[config.mk]
export PLATFORM = sky130hd
export DESIGN_NAME = bevel_span_generator_core_flat
export DESIGN_NICKNAME = d
export VERILOG_FILES = /design/src/hdl/bsg_pkg.sv /design/src/hdl/bsg_if.sv /design/src/hdl/bsg_alu.sv /design/src/hdl/bsg_out_reg.sv /design/src/hdl/bevel_span_generator_core.sv /design/src/flat_wrapper.sv
export SDC_FILE = /design/constraint.sdc
export NUM_CORES = 1
export LEC_CHECK = 0
export ABC_AREA = 1
export BUFFER_PORTS_ARGS = -buffer_cell sky130_fd_sc_hd__buf_2
export CORE_MARGIN = 2
export CORE_UTILIZATION = 35
export DETAILED_ROUTE_END_ITERATION = 10
export HOLD_SLACK_MARGIN = 0.06
export PLACE_DENSITY = 0.6
export SLEW_MARGIN = 20
export SYNTH_ARGS = -nofsm -noshare
export SYNTH_HDL_FRONTEND = slang
export SYNTH_HIERARCHICAL = 1
export SYNTH_SLANG_ARGS = --single-unit
[constraint.sdc]
create_clock -name clk -period 6.7 [get_ports clk]
set_clock_uncertainty 0.1 [all_clocks]
set_input_delay 1.34 -clock clk [delete_from_list [all_inputs] [get_ports clk]]
set_output_delay 1.34 -clock clk [all_outputs]
set_load 0.1 [all_outputs]
[src/hdl/bsg_pkg.sv]
// ----------------------------------------------------------------------------
// bsg_pkg
// Shared types, codes and helpers for the bevel span generator.
// ----------------------------------------------------------------------------
package bsg_pkg;

	localparam int MAX_ROWS = 64;

	// command kinds
	localparam logic KIND_VERT  = 1'b0;
	localparam logic KIND_HORIZ = 1'b1;

	// relief codes
	localparam logic [2:0] REL_FLAT   = 3'd0;
	localparam logic [2:0] REL_RAISED = 3'd1;
	localparam logic [2:0] REL_SUNKEN = 3'd2;
	localparam logic [2:0] REL_GROOVE = 3'd3;
	localparam logic [2:0] REL_RIDGE  = 3'd4;
	localparam logic [2:0] REL_SOLID  = 3'd5;

	// colour codes
	localparam logic [1:0] COL_BG    = 2'd0;
	localparam logic [1:0] COL_LIGHT = 2'd1;
	localparam logic [1:0] COL_DARK  = 2'd2;
	localparam logic [1:0] COL_SOLID = 2'd3;

	typedef struct packed {
		logic signed [15:0] rect_x;
		logic signed [15:0] rect_y;
		logic signed [15:0] rect_width;
		logic [14:0]        rect_height;
		logic [1:0]         color_code;
		logic               last;
		logic               truncated;
	} rect_t;

	typedef struct packed {
		logic        sub;
		logic [15:0] op_a;
		logic [15:0] op_b;
	} alu_req_t;

	typedef struct packed {
		logic [1:0] top;
		logic [1:0] bot;
	} colour_pair_t;

	// top/left part and bottom/right part colours for a relief
	function automatic colour_pair_t relief_colours(input logic [2:0] relief,
			input logic near_side);
		colour_pair_t c;
		case (relief)
			REL_RAISED: begin
				c.top = near_side ? COL_LIGHT : COL_DARK;
				c.bot = c.top;
			end
			REL_SUNKEN: begin
				c.top = near_side ? COL_DARK : COL_LIGHT;
				c.bot = c.top;
			end
			REL_GROOVE: begin
				c.top = COL_DARK;
				c.bot = COL_LIGHT;
			end
			REL_RIDGE: begin
				c.top = COL_LIGHT;
				c.bot = COL_DARK;
			end
			REL_SOLID: begin
				c.top = COL_SOLID;
				c.bot = COL_SOLID;
			end
			default: begin
				c.top = COL_BG;
				c.bot = COL_BG;
			end
		endcase
		return c;
	endfunction

endpackage

[src/hdl/bsg_if.sv]
// ----------------------------------------------------------------------------
// bsg_if
// Valid/ready channels of the bevel span generator: commands in, rectangles out.
// ----------------------------------------------------------------------------
interface bsg_cmd_if;
	logic               valid;
	logic               ready;
	logic               kind;
	logic signed [15:0] pos_x;
	logic signed [15:0] pos_y;
	logic [14:0]        area_width;
	logic [14:0]        area_height;
	logic               near_side;
	logic               left_inward;
	logic               right_inward;
	logic [2:0]         relief;

	modport source (
		output valid, kind, pos_x, pos_y, area_width, area_height, near_side,
			left_inward, right_inward, relief,
		input ready
	);
	modport sink (
		input valid, kind, pos_x, pos_y, area_width, area_height, near_side,
			left_inward, right_inward, relief,
		output ready
	);
endinterface

interface bsg_rect_if;
	logic               valid;
	logic               ready;
	logic signed [15:0] rect_x;
	logic signed [15:0] rect_y;
	logic signed [15:0] rect_width;
	logic [14:0]        rect_height;
	logic [1:0]         color_code;
	logic               last;
	logic               truncated;

	modport source (
		output valid, rect_x, rect_y, rect_width, rect_height, color_code, last,
			truncated,
		input ready
	);
	modport sink (
		input valid, rect_x, rect_y, rect_width, rect_height, color_code, last,
			truncated,
		output ready
	);
endinterface

[src/hdl/bsg_alu.sv]
// ----------------------------------------------------------------------------
// bsg_alu
// Shared 16-bit add/subtract unit; results wrap in two's complement.
// ----------------------------------------------------------------------------
module bsg_alu (
	input  bsg_pkg::alu_req_t req,
	output logic [15:0]       res
);

	assign res = req.sub ? (req.op_a - req.op_b) : (req.op_a + req.op_b);

endmodule

[src/hdl/bsg_out_reg.sv]
// ----------------------------------------------------------------------------
// bsg_out_reg
// Output register for rectangle beats; parts the sequencer from the receiver.
// ----------------------------------------------------------------------------
module bsg_out_reg (
	input  logic                clk,
	input  logic                arst_n,
	input  logic                load,
	input  bsg_pkg::rect_t      data,
	output logic                free,
	bsg_rect_if.source          rect
);

	logic           valid_q;
	bsg_pkg::rect_t data_q;

	// slot may be refilled in the cycle the held beat leaves
	assign free = !valid_q || rect.ready;

	always_ff @(posedge clk or negedge arst_n) begin
		if (!arst_n) begin
			valid_q <= 1'b0;
		end else if (free) begin
			valid_q <= load;
		end
	end

	always_ff @(posedge clk) begin
		if (load && free) begin
			data_q <= data;
		end
	end

	assign rect.valid       = valid_q;
	assign rect.rect_x      = data_q.rect_x;
	assign rect.rect_y      = data_q.rect_y;
	assign rect.rect_width  = data_q.rect_width;
	assign rect.rect_height = data_q.rect_height;
	assign rect.color_code  = data_q.color_code;
	assign rect.last        = data_q.last;
	assign rect.truncated   = data_q.truncated;

endmodule

[src/hdl/bevel_span_generator_core.sv]
// ----------------------------------------------------------------------------
// bevel_span_generator_core
// Breaks one bevel command into coloured filled rectangles.
// ----------------------------------------------------------------------------
// Use:
//   cmd  (sink)   one beat per bevel command: kind, area, side, slopes, relief.
//   rect (source) one beat per rectangle; last marks the final beat of a
//                 command, truncated sets on that beat when rows were dropped.
// Sequence, from the command beat:
//   single rectangle (flat/raised/sunken/solid vertical, solid horizontal):
//     decode, then the beat.
//   ridge/groove vertical: decode, width split, then 2 beats.
//   horizontal trapezoid: decode, setup states X1, X2A and X2B through the
//     shared adder, then one beat per row, min(area_height, MaxRows) rows.
//   Commands giving no rectangle return to idle after the decode cycle.
// Coordinate sums go through one 16-bit add/subtract unit (half and split
// use their own adders); the row loop advances the slope ends with
// incrementers and uses the shared unit for each row's width.
// cmd.ready is high only while the sequencer is idle. A stalled receiver
// freezes the sequencer on the pending beat; the last beat sits in the
// output register, so the next command is taken while it waits.
// Reset clears the sequencer and empties the output register.
// ----------------------------------------------------------------------------
module bevel_span_generator_core #(
	parameter int MaxRows = bsg_pkg::MAX_ROWS
) (
	input  logic        clk,
	input  logic        arst_n,
	bsg_cmd_if.sink     cmd,
	bsg_rect_if.source  rect
);

	localparam int IW = (MaxRows > 1) ? $clog2(MaxRows) : 1;
	localparam logic [14:0] MAX_ROWS_H = 15'(MaxRows);
	localparam logic [IW-1:0] LAST_ROW = IW'(MaxRows - 1);

	// sequencer states
	localparam logic [3:0] ST_IDLE = 4'd0;
	localparam logic [3:0] ST_DEC  = 4'd1;
	localparam logic [3:0] ST_ONE  = 4'd2;
	localparam logic [3:0] ST_VH   = 4'd3;
	localparam logic [3:0] ST_V0   = 4'd4;
	localparam logic [3:0] ST_V1   = 4'd5;
	localparam logic [3:0] ST_X1   = 4'd6;
	localparam logic [3:0] ST_X2A  = 4'd7;
	localparam logic [3:0] ST_X2B  = 4'd8;
	localparam logic [3:0] ST_ROW  = 4'd9;

	logic [3:0] state_q;

	// captured command
	logic        kind_q;
	logic [15:0] x_q;
	logic [15:0] y_q;
	logic [14:0] w_q;
	logic [14:0] h_q;
	logic        near_q;
	logic        lin_q;
	logic        rin_q;
	logic [2:0]  relief_q;

	// working registers
	logic [15:0]   a_q;     // row start, left end
	logic [15:0]   b_q;     // row end, or right part width
	logic [IW-1:0] row_q;
	logic [IW-1:0] rows_m1_q;
	logic          trunc_q;
	logic [14:0]   split_q;
	bsg_pkg::colour_pair_t col_q;

	logic [14:0]           half;
	logic [14:0]           split;
	logic                  fin;
	bsg_pkg::colour_pair_t col;
	bsg_pkg::alu_req_t     alu_req;
	logic [15:0]           alu_res;
	logic                  emit;
	logic                  out_free;
	bsg_pkg::rect_t        beat;

	// left part of a split vertical bevel; rounds up on the far side
	assign half  = {1'b0, w_q[14:1]} + {14'd0, ~near_q & w_q[0]};
	// rows in the top half; rounds up on the far side
	assign split = {1'b0, h_q[14:1]} + {14'd0, ~near_q & h_q[0]};
	assign fin   = (row_q == rows_m1_q);
	assign col   = bsg_pkg::relief_colours(relief_q, near_q);

	assign cmd.ready = (state_q == ST_IDLE);

	// operand selection for the shared unit
	always_comb begin
		alu_req = '0;
		unique case (state_q)
			ST_VH: begin
				alu_req.sub  = 1'b1;
				alu_req.op_a = {1'b0, w_q};
				alu_req.op_b = {1'b0, half};
			end
			ST_V1: begin
				alu_req.op_a = x_q;
				alu_req.op_b = {1'b0, half};
			end
			ST_X1: begin
				alu_req.op_a = x_q;
				alu_req.op_b = lin_q ? 16'd0 : {1'b0, h_q};
			end
			ST_X2A: begin
				alu_req.op_a = x_q;
				alu_req.op_b = {1'b0, w_q};
			end
			ST_X2B: begin
				alu_req.sub  = 1'b1;
				alu_req.op_a = b_q;
				alu_req.op_b = rin_q ? 16'd0 : {1'b0, h_q};
			end
			ST_ROW: begin
				alu_req.sub  = 1'b1;
				alu_req.op_a = b_q;
				alu_req.op_b = a_q;
			end
			default: begin
				alu_req = '0;
			end
		endcase
	end

	bsg_alu u_alu (
		.req (alu_req),
		.res (alu_res)
	);

	// beat offered to the output register
	always_comb begin
		emit = 1'b0;
		beat = '0;
		unique case (state_q)
			ST_ONE: begin
				emit             = 1'b1;
				beat.rect_x      = x_q;
				beat.rect_y      = y_q;
				beat.rect_width  = {1'b0, w_q};
				beat.rect_height = h_q;
				beat.color_code  = col_q.top;
				beat.last        = 1'b1;
			end
			ST_V0: begin
				emit             = 1'b1;
				beat.rect_x      = x_q;
				beat.rect_y      = y_q;
				beat.rect_width  = {1'b0, half};
				beat.rect_height = h_q;
				beat.color_code  = col_q.top;
			end
			ST_V1: begin
				emit             = 1'b1;
				beat.rect_x      = alu_res;
				beat.rect_y      = y_q;
				beat.rect_width  = b_q;
				beat.rect_height = h_q;
				beat.color_code  = col_q.bot;
				beat.last        = 1'b1;
			end
			ST_ROW: begin
				emit             = 1'b1;
				beat.rect_x      = a_q;
				beat.rect_y      = y_q;
				beat.rect_width  = alu_res;
				beat.rect_height = 15'd1;
				beat.color_code  = (15'(row_q) < split_q) ? col_q.top : col_q.bot;
				beat.last        = fin;
				beat.truncated   = fin & trunc_q;
			end
			default: begin
				emit = 1'b0;
			end
		endcase
	end

	// sequencer
	always_ff @(posedge clk or negedge arst_n) begin
		if (!arst_n) begin
			state_q <= ST_IDLE;
		end else begin
			unique case (state_q)
				ST_IDLE: begin
					if (cmd.valid) state_q <= ST_DEC;
				end
				ST_DEC: begin
					if (kind_q == bsg_pkg::KIND_VERT) begin
						case (relief_q)
							bsg_pkg::REL_FLAT, bsg_pkg::REL_RAISED,
							bsg_pkg::REL_SUNKEN, bsg_pkg::REL_SOLID: state_q <= ST_ONE;
							bsg_pkg::REL_GROOVE, bsg_pkg::REL_RIDGE: state_q <= ST_VH;
							default: state_q <= ST_IDLE;
						endcase
					end else if (relief_q == bsg_pkg::REL_SOLID) begin
						state_q <= ST_ONE;
					end else if (h_q == 15'd0) begin
						state_q <= ST_IDLE;
					end else begin
						state_q <= ST_X1;
					end
				end
				ST_ONE: begin
					if (out_free) state_q <= ST_IDLE;
				end
				ST_VH: begin
					state_q <= ST_V0;
				end
				ST_V0: begin
					if (out_free) state_q <= ST_V1;
				end
				ST_V1: begin
					if (out_free) state_q <= ST_IDLE;
				end
				ST_X1: begin
					state_q <= ST_X2A;
				end
				ST_X2A: begin
					state_q <= ST_X2B;
				end
				ST_X2B: begin
					state_q <= ST_ROW;
				end
				ST_ROW: begin
					if (out_free && fin) state_q <= ST_IDLE;
				end
				default: begin
					state_q <= ST_IDLE;
				end
			endcase
		end
	end

	// datapath registers
	always_ff @(posedge clk) begin
		if (cmd.valid && cmd.ready) begin
			kind_q   <= cmd.kind;
			x_q      <= cmd.pos_x;
			y_q      <= cmd.pos_y;
			w_q      <= cmd.area_width;
			h_q      <= cmd.area_height;
			near_q   <= cmd.near_side;
			lin_q    <= cmd.left_inward;
			rin_q    <= cmd.right_inward;
			relief_q <= cmd.relief;
		end
		if (state_q == ST_DEC) begin
			col_q   <= col;
			split_q <= split;
			row_q   <= '0;
			// clip the row count; a zero height never reaches the row loop
			if (h_q > MAX_ROWS_H) begin
				trunc_q   <= 1'b1;
				rows_m1_q <= LAST_ROW;
			end else begin
				trunc_q   <= 1'b0;
				rows_m1_q <= IW'(h_q - 15'd1);
			end
		end
		if (state_q == ST_VH || state_q == ST_X2A || state_q == ST_X2B) begin
			b_q <= alu_res;
		end
		if (state_q == ST_X1) begin
			a_q <= alu_res;
		end
		// advance both slope ends and the row line on each row beat
		if (state_q == ST_ROW && out_free) begin
			a_q   <= lin_q ? (a_q + 16'd1) : (a_q - 16'd1);
			b_q   <= rin_q ? (b_q - 16'd1) : (b_q + 16'd1);
			y_q   <= y_q + 16'd1;
			row_q <= row_q + IW'(1);
		end
	end

	bsg_out_reg u_out (
		.clk    (clk),
		.arst_n (arst_n),
		.load   (emit),
		.data   (beat),
		.free   (out_free),
		.rect   (rect)
	);

	// ------------------------------------------------------------------------
	// Assertions
	// ------------------------------------------------------------------------
	a_accept_decodes: assert property (@(posedge clk) disable iff (!arst_n)
		(cmd.valid && cmd.ready) |=> (state_q == ST_DEC))
		else $error("command beat not followed by decode");

	a_row_in_range: assert property (@(posedge clk) disable iff (!arst_n)
		(state_q == ST_ROW) |-> (row_q <= rows_m1_q))
		else $error("row counter ran past the clipped row count");

	a_trunc_on_last: assert property (@(posedge clk) disable iff (!arst_n)
		(rect.valid && rect.truncated) |-> (rect.last && rect.rect_height == 15'd1))
		else $error("truncated flag on a beat that is not a final row");

	a_hold_on_stall: assert property (@(posedge clk) disable iff (!arst_n)
		(emit && !out_free) |=> $stable(state_q))
		else $error("sequencer advanced while the output register was full");

endmodule

[src/flat_wrapper.sv]
// flat-port wrapper written by rule: the top's interface ports become plain ports
module bevel_span_generator_core_flat 
#(
	parameter int MaxRows = bsg_pkg::MAX_ROWS
)
  (clk, arst_n, cmd_valid, cmd_kind, cmd_pos_x, cmd_pos_y, cmd_area_width, cmd_area_height, cmd_near_side, cmd_left_inward, cmd_right_inward, cmd_relief, cmd_ready, rect_valid, rect_rect_x, rect_rect_y, rect_rect_width, rect_rect_height, rect_color_code, rect_last, rect_truncated, rect_ready);
  bsg_cmd_if cmd_i ();
  bsg_rect_if rect_i ();
  input  logic clk;
  input  logic arst_n;
  input wire logic [$bits(cmd_i.valid)-1:0] cmd_valid;
  input wire logic [$bits(cmd_i.kind)-1:0] cmd_kind;
  input wire logic [$bits(cmd_i.pos_x)-1:0] cmd_pos_x;
  input wire logic [$bits(cmd_i.pos_y)-1:0] cmd_pos_y;
  input wire logic [$bits(cmd_i.area_width)-1:0] cmd_area_width;
  input wire logic [$bits(cmd_i.area_height)-1:0] cmd_area_height;
  input wire logic [$bits(cmd_i.near_side)-1:0] cmd_near_side;
  input wire logic [$bits(cmd_i.left_inward)-1:0] cmd_left_inward;
  input wire logic [$bits(cmd_i.right_inward)-1:0] cmd_right_inward;
  input wire logic [$bits(cmd_i.relief)-1:0] cmd_relief;
  output wire logic [$bits(cmd_i.ready)-1:0] cmd_ready;
  output wire logic [$bits(rect_i.valid)-1:0] rect_valid;
  output wire logic [$bits(rect_i.rect_x)-1:0] rect_rect_x;
  output wire logic [$bits(rect_i.rect_y)-1:0] rect_rect_y;
  output wire logic [$bits(rect_i.rect_width)-1:0] rect_rect_width;
  output wire logic [$bits(rect_i.rect_height)-1:0] rect_rect_height;
  output wire logic [$bits(rect_i.color_code)-1:0] rect_color_code;
  output wire logic [$bits(rect_i.last)-1:0] rect_last;
  output wire logic [$bits(rect_i.truncated)-1:0] rect_truncated;
  input wire logic [$bits(rect_i.ready)-1:0] rect_ready;
  assign cmd_i.valid = cmd_valid;
  assign cmd_i.kind = cmd_kind;
  assign cmd_i.pos_x = cmd_pos_x;
  assign cmd_i.pos_y = cmd_pos_y;
  assign cmd_i.area_width = cmd_area_width;
  assign cmd_i.area_height = cmd_area_height;
  assign cmd_i.near_side = cmd_near_side;
  assign cmd_i.left_inward = cmd_left_inward;
  assign cmd_i.right_inward = cmd_right_inward;
  assign cmd_i.relief = cmd_relief;
  assign cmd_ready = cmd_i.ready;
  assign rect_valid = rect_i.valid;
  assign rect_rect_x = rect_i.rect_x;
  assign rect_rect_y = rect_i.rect_y;
  assign rect_rect_width = rect_i.rect_width;
  assign rect_rect_height = rect_i.rect_height;
  assign rect_color_code = rect_i.color_code;
  assign rect_last = rect_i.last;
  assign rect_truncated = rect_i.truncated;
  assign rect_i.ready = rect_ready;
  bevel_span_generator_core #(.MaxRows(MaxRows)) u_core (.clk(clk), .arst_n(arst_n), .cmd(cmd_i), .rect(rect_i));
endmodule
==> results.ini <==
[cts]
clock-root-buffer=clkbuf_16
cts_tree=built
h-tree-depth=1
numCtsBuffers=25
cts_resized=0
post_cts.repair.setup_buffers=0
cts.clk_slew.worst_paths_ns=0.06
clk_latency_ns=0.53
clock-sinks=205
clockBufferDepth=3
postCtsHoldBufs=0

[worst_setup_path]
cp-end-kind=flop
worstSetupStartpointType=flop
crit_fanout=27
cp_num_buf_inv=2
cpMostUsedCell=nand2_1
max_stage_delay_ns=0.69
cp_cell_sequence=nor3_4, nand2_2, clkinv_1, nand2_1, o2111ai_1, inv_1, ha_1, nand2_1, nor2_1, nand3_1, nand2_1, nand2_1, o21ai_0, ha_1, nand2_1, nor2_1, and3_1, nand2_1, nand3_1, nand2_1, a21oi_1, o21ai_0
cp_slowest_cell=nor3_4
cp.arrival_ns=5.19
crit_family=simple AND/OR/NAND/NOR gates
worstPathRequired_ns=6.84
critical_path_class=flop to flop

[sta]
setup_violations=0
finalCritPeriodShare_pct=75.3
slew_headroom_pct=33.3
rsz0062_at_grt=false
tns_ns=0
worstMarginPinSlew_ns=0.994
fin_crit_ns=5.05
finalHoldViolCount=0
drv_slew=0
clock.fmax_mhz=198

[routing]
detail_route.wl_per_cell_um=17.9
antenna_left=0
wl_mm=40.1
vias=11500
drt_iter0_drc=982
first_pass_iters=6
viasPerCell=5.12
drc_errors=0

[die]
fp.dieH_um=197
ioPinCount=142
die_w_um=197
start_util_pct=35.6
dieArea_mm2=0.0389
core_area_mm2=0.0367
fp-row-count=70

[cells_and_area]
diodes=0
fill_cells=3713
layout-drive-gt1-share_pct=12.2
area_delta_synth_final_pct=14.7
layout.nets=1893

[global_routing]
grt_antenna_before_repair=0
gr-total-overflow=0
grt_pass1_wl_mm=61.0
grt_max_degree=57
grt_pass1_vias=11000
grt_usage_pct=20.3

[logic_synthesis]
synth_cell_types=47
netlist_instances=1614
synth_flop_cell=edfxtp_1
synth_nets=1747
async_flop_share_pct=2.44
synth_area_mm2=0.0131
synth-seq-cells=205
synth-edff-count=200
yosysWarnings=6
syn_area_per_cell_um2=8.10
ys_seq_area_share_pct=46.9

[placed_design]
gp_congestion=0.927
dpl.hpwl_mm=30.8
port-buffer-count=141

[min_path]
holdCritPathClass=flop to flop

[job]
maxCapViolations=0

[outcome]
status=complete, no violations

-- synthesized netlist by cell type (8+ instances only) --
| cell type | n | share of area [%] |
|---|---|---|
| a21oi_1 | 60 | 2.3 |
| a22oi_1 | 12 | 0.69 |
| buf_2 | 14 | 0.54 |
| clkbuf_1 | 8 | 0.23 |
| edfxtp_1 | 200 | 46 |
| ha_1 | 57 | 5.5 |
| inv_1 | 249 | 7.1 |
| nand2_1 | 497 | 14 |
| nand2_2 | 8 | 0.38 |
| nand3_1 | 119 | 4.6 |
| nand3b_1 | 9 | 0.52 |
| nand4_1 | 19 | 0.91 |
| nor2_1 | 131 | 3.8 |
| nor3_1 | 18 | 0.69 |
| o211ai_1 | 9 | 0.52 |
| o21ai_0 | 61 | 2.3 |
| o221ai_1 | 19 | 1.3 |
| xor2_1 | 40 | 2.7 |
-- kinds of logic after synthesis --
kind of cell | Yosys count | synth area share, %
xor+xnor | 47 | 3.15
flops | 205 | 46.9
compound gates | 193 | 9.00
fa+ha+maj | 60 | 5.91
buf+inv | 288 | 8.63
simple gates | 821 | 26.4
-- cell usage in the layout (no fill, tap or decap), types with 3 or more instances in the layout --
cell / netlist / final
dfrtp_1: 5 / 5
o211ai_1: 9 / 9
xnor2_1: 7 / 7
clkbuf_16: 0 / 25
nor2_1: 131 / 130
o21a_1: 4 / 4
clkinv_2: 0 / 6
o21ai_0: 61 / 60
and2_1: 3 / 3
buf_4: 4 / 7
clkinv_1: 3 / 5
nand3_1: 119 / 119
nand3b_1: 9 / 9
o22ai_1: 7 / 7
xor2_1: 40 / 40
nor2_4: 5 / 6
nand2_1: 497 / 497
nor3_1: 18 / 18
or2_2: 4 / 4
clkbuf_1: 8 / 11
o2111ai_1: 7 / 7
edfxtp_1: 200 / 200
buf_2: 14 / 141
inv_2: 7 / 6
o21ai_1: 3 / 3
inv_1: 249 / 248
a22oi_1: 12 / 12
ha_1: 57 / 57
nand4_1: 19 / 19
o221ai_1: 19 / 19
a21oi_1: 60 / 59
fa_1: 3 / 3
nand2_2: 8 / 8
-- worst reg2reg max path, cell delays in order, from the launching register on --
cell       delay [ns]
dfrtp_1          0.46
nor3_4           0.69
nand2_2          0.10
clkinv_1         0.54
nand2_1          0.26
o2111ai_1        0.23
inv_1            0.13
ha_1             0.23
nand2_1          0.16
nor2_1           0.10
nand3_1          0.11
nand2_1          0.06
nand2_1          0.05
o21ai_0          0.13
ha_1             0.43
nand2_1          0.09
nor2_1           0.13
and3_1           0.17
nand2_1          0.07
nand3_1          0.09
nand2_1          0.12
a21oi_1          0.14
o21ai_0          0.16
-- per-stage QoR --
step,worst slack (ns),utilization (%),hold slack [ns],cell area (µm²),cells
2_1_floorplan,1.47,-,0.419,13100,1614
3_3_place_gp,1.84,38.9,0.455,14300,2201
3_5_place_dp,1.78,38.9,0.475,14300,2201
4_1_cts,1.75,40.9,0.487,15000,2244
5_1_grt,1.21,40.9,0.514,15000,2244
6_report,1.65,40.9,0.494,15000,2244
-- sequential cells by signal, summed over array words and instances, names as in the netlist, 15 cells and up --
name and cells:
u_core/u_out/rect.rect_y 16, u_core/w_q 15, u_core/u_out/rect.rect_height 15, u_core/u_out/rect.rect_width 16, u_core/u_out/rect.rect_x 16, u_core/x_q 16
u_core/split_q 15, u_core/y_q 16, u_core/a_q 16, u_core/b_q 16, u_core/h_q 15
-- layer usage --
| metal | vias up | GRT usage [%] | wire length, µm |
|---|---|---|---|
| li1 | 5625 | - | - |
| met1 | 5363 | 28.1 | 18200 |
| met2 | 415 | 32.9 | 18100 |
| met3 | 86 | 2.27 | 2480 |
| met4 | 0 | 7.32 | 1380 |
| met5 | - | 0 | 0 |
-- path summary, 6_finish.rpt --
check | slack [ns] | startpoint | endpoint | cells past startpoint
min in group asynchronous | 0.54 | arst_n | u_core/state_q[2]$_DFFE_PN0P_ | 1
max in group asynchronous | 5.80 | arst_n | u_core/state_q[0]$_DFFE_PN0P_ | 1
setup / recovery | 1.65 | u_core/state_q[1]$_DFFE_PN0P_ | u_core/u_out/rect.rect_width[14]$_DFFE_PP_ | 22
setup reg to reg | 1.65 | u_core/state_q[1]$_DFFE_PN0P_ | u_core/u_out/rect.rect_width[14]$_DFFE_PP_ | 22
hold reg to reg | 0.49 | u_core/u_out/rect.valid$_DFFE_PN0P_ | u_core/u_out/rect.valid$_DFFE_PN0P_ | 2
hold / removal | 0.49 | u_core/u_out/rect.valid$_DFFE_PN0P_ | u_core/u_out/rect.valid$_DFFE_PN0P_ | 2
-- cell type report --
type	count	area, µm²	area share [%]
timing repair buffer	148	758	5.06
inverter	259	973	6.49
sequential	205	6130	40.9
clock buffer	37	681	4.54
multi-input combinational	1121	5840	38.9
clock inverter	6	28.8	0.192
tap	468	586	3.90
Power is left out: the tool's default activity adds up to more than one toggle a clock period on the data nets, which glitch-free logic cannot reach.
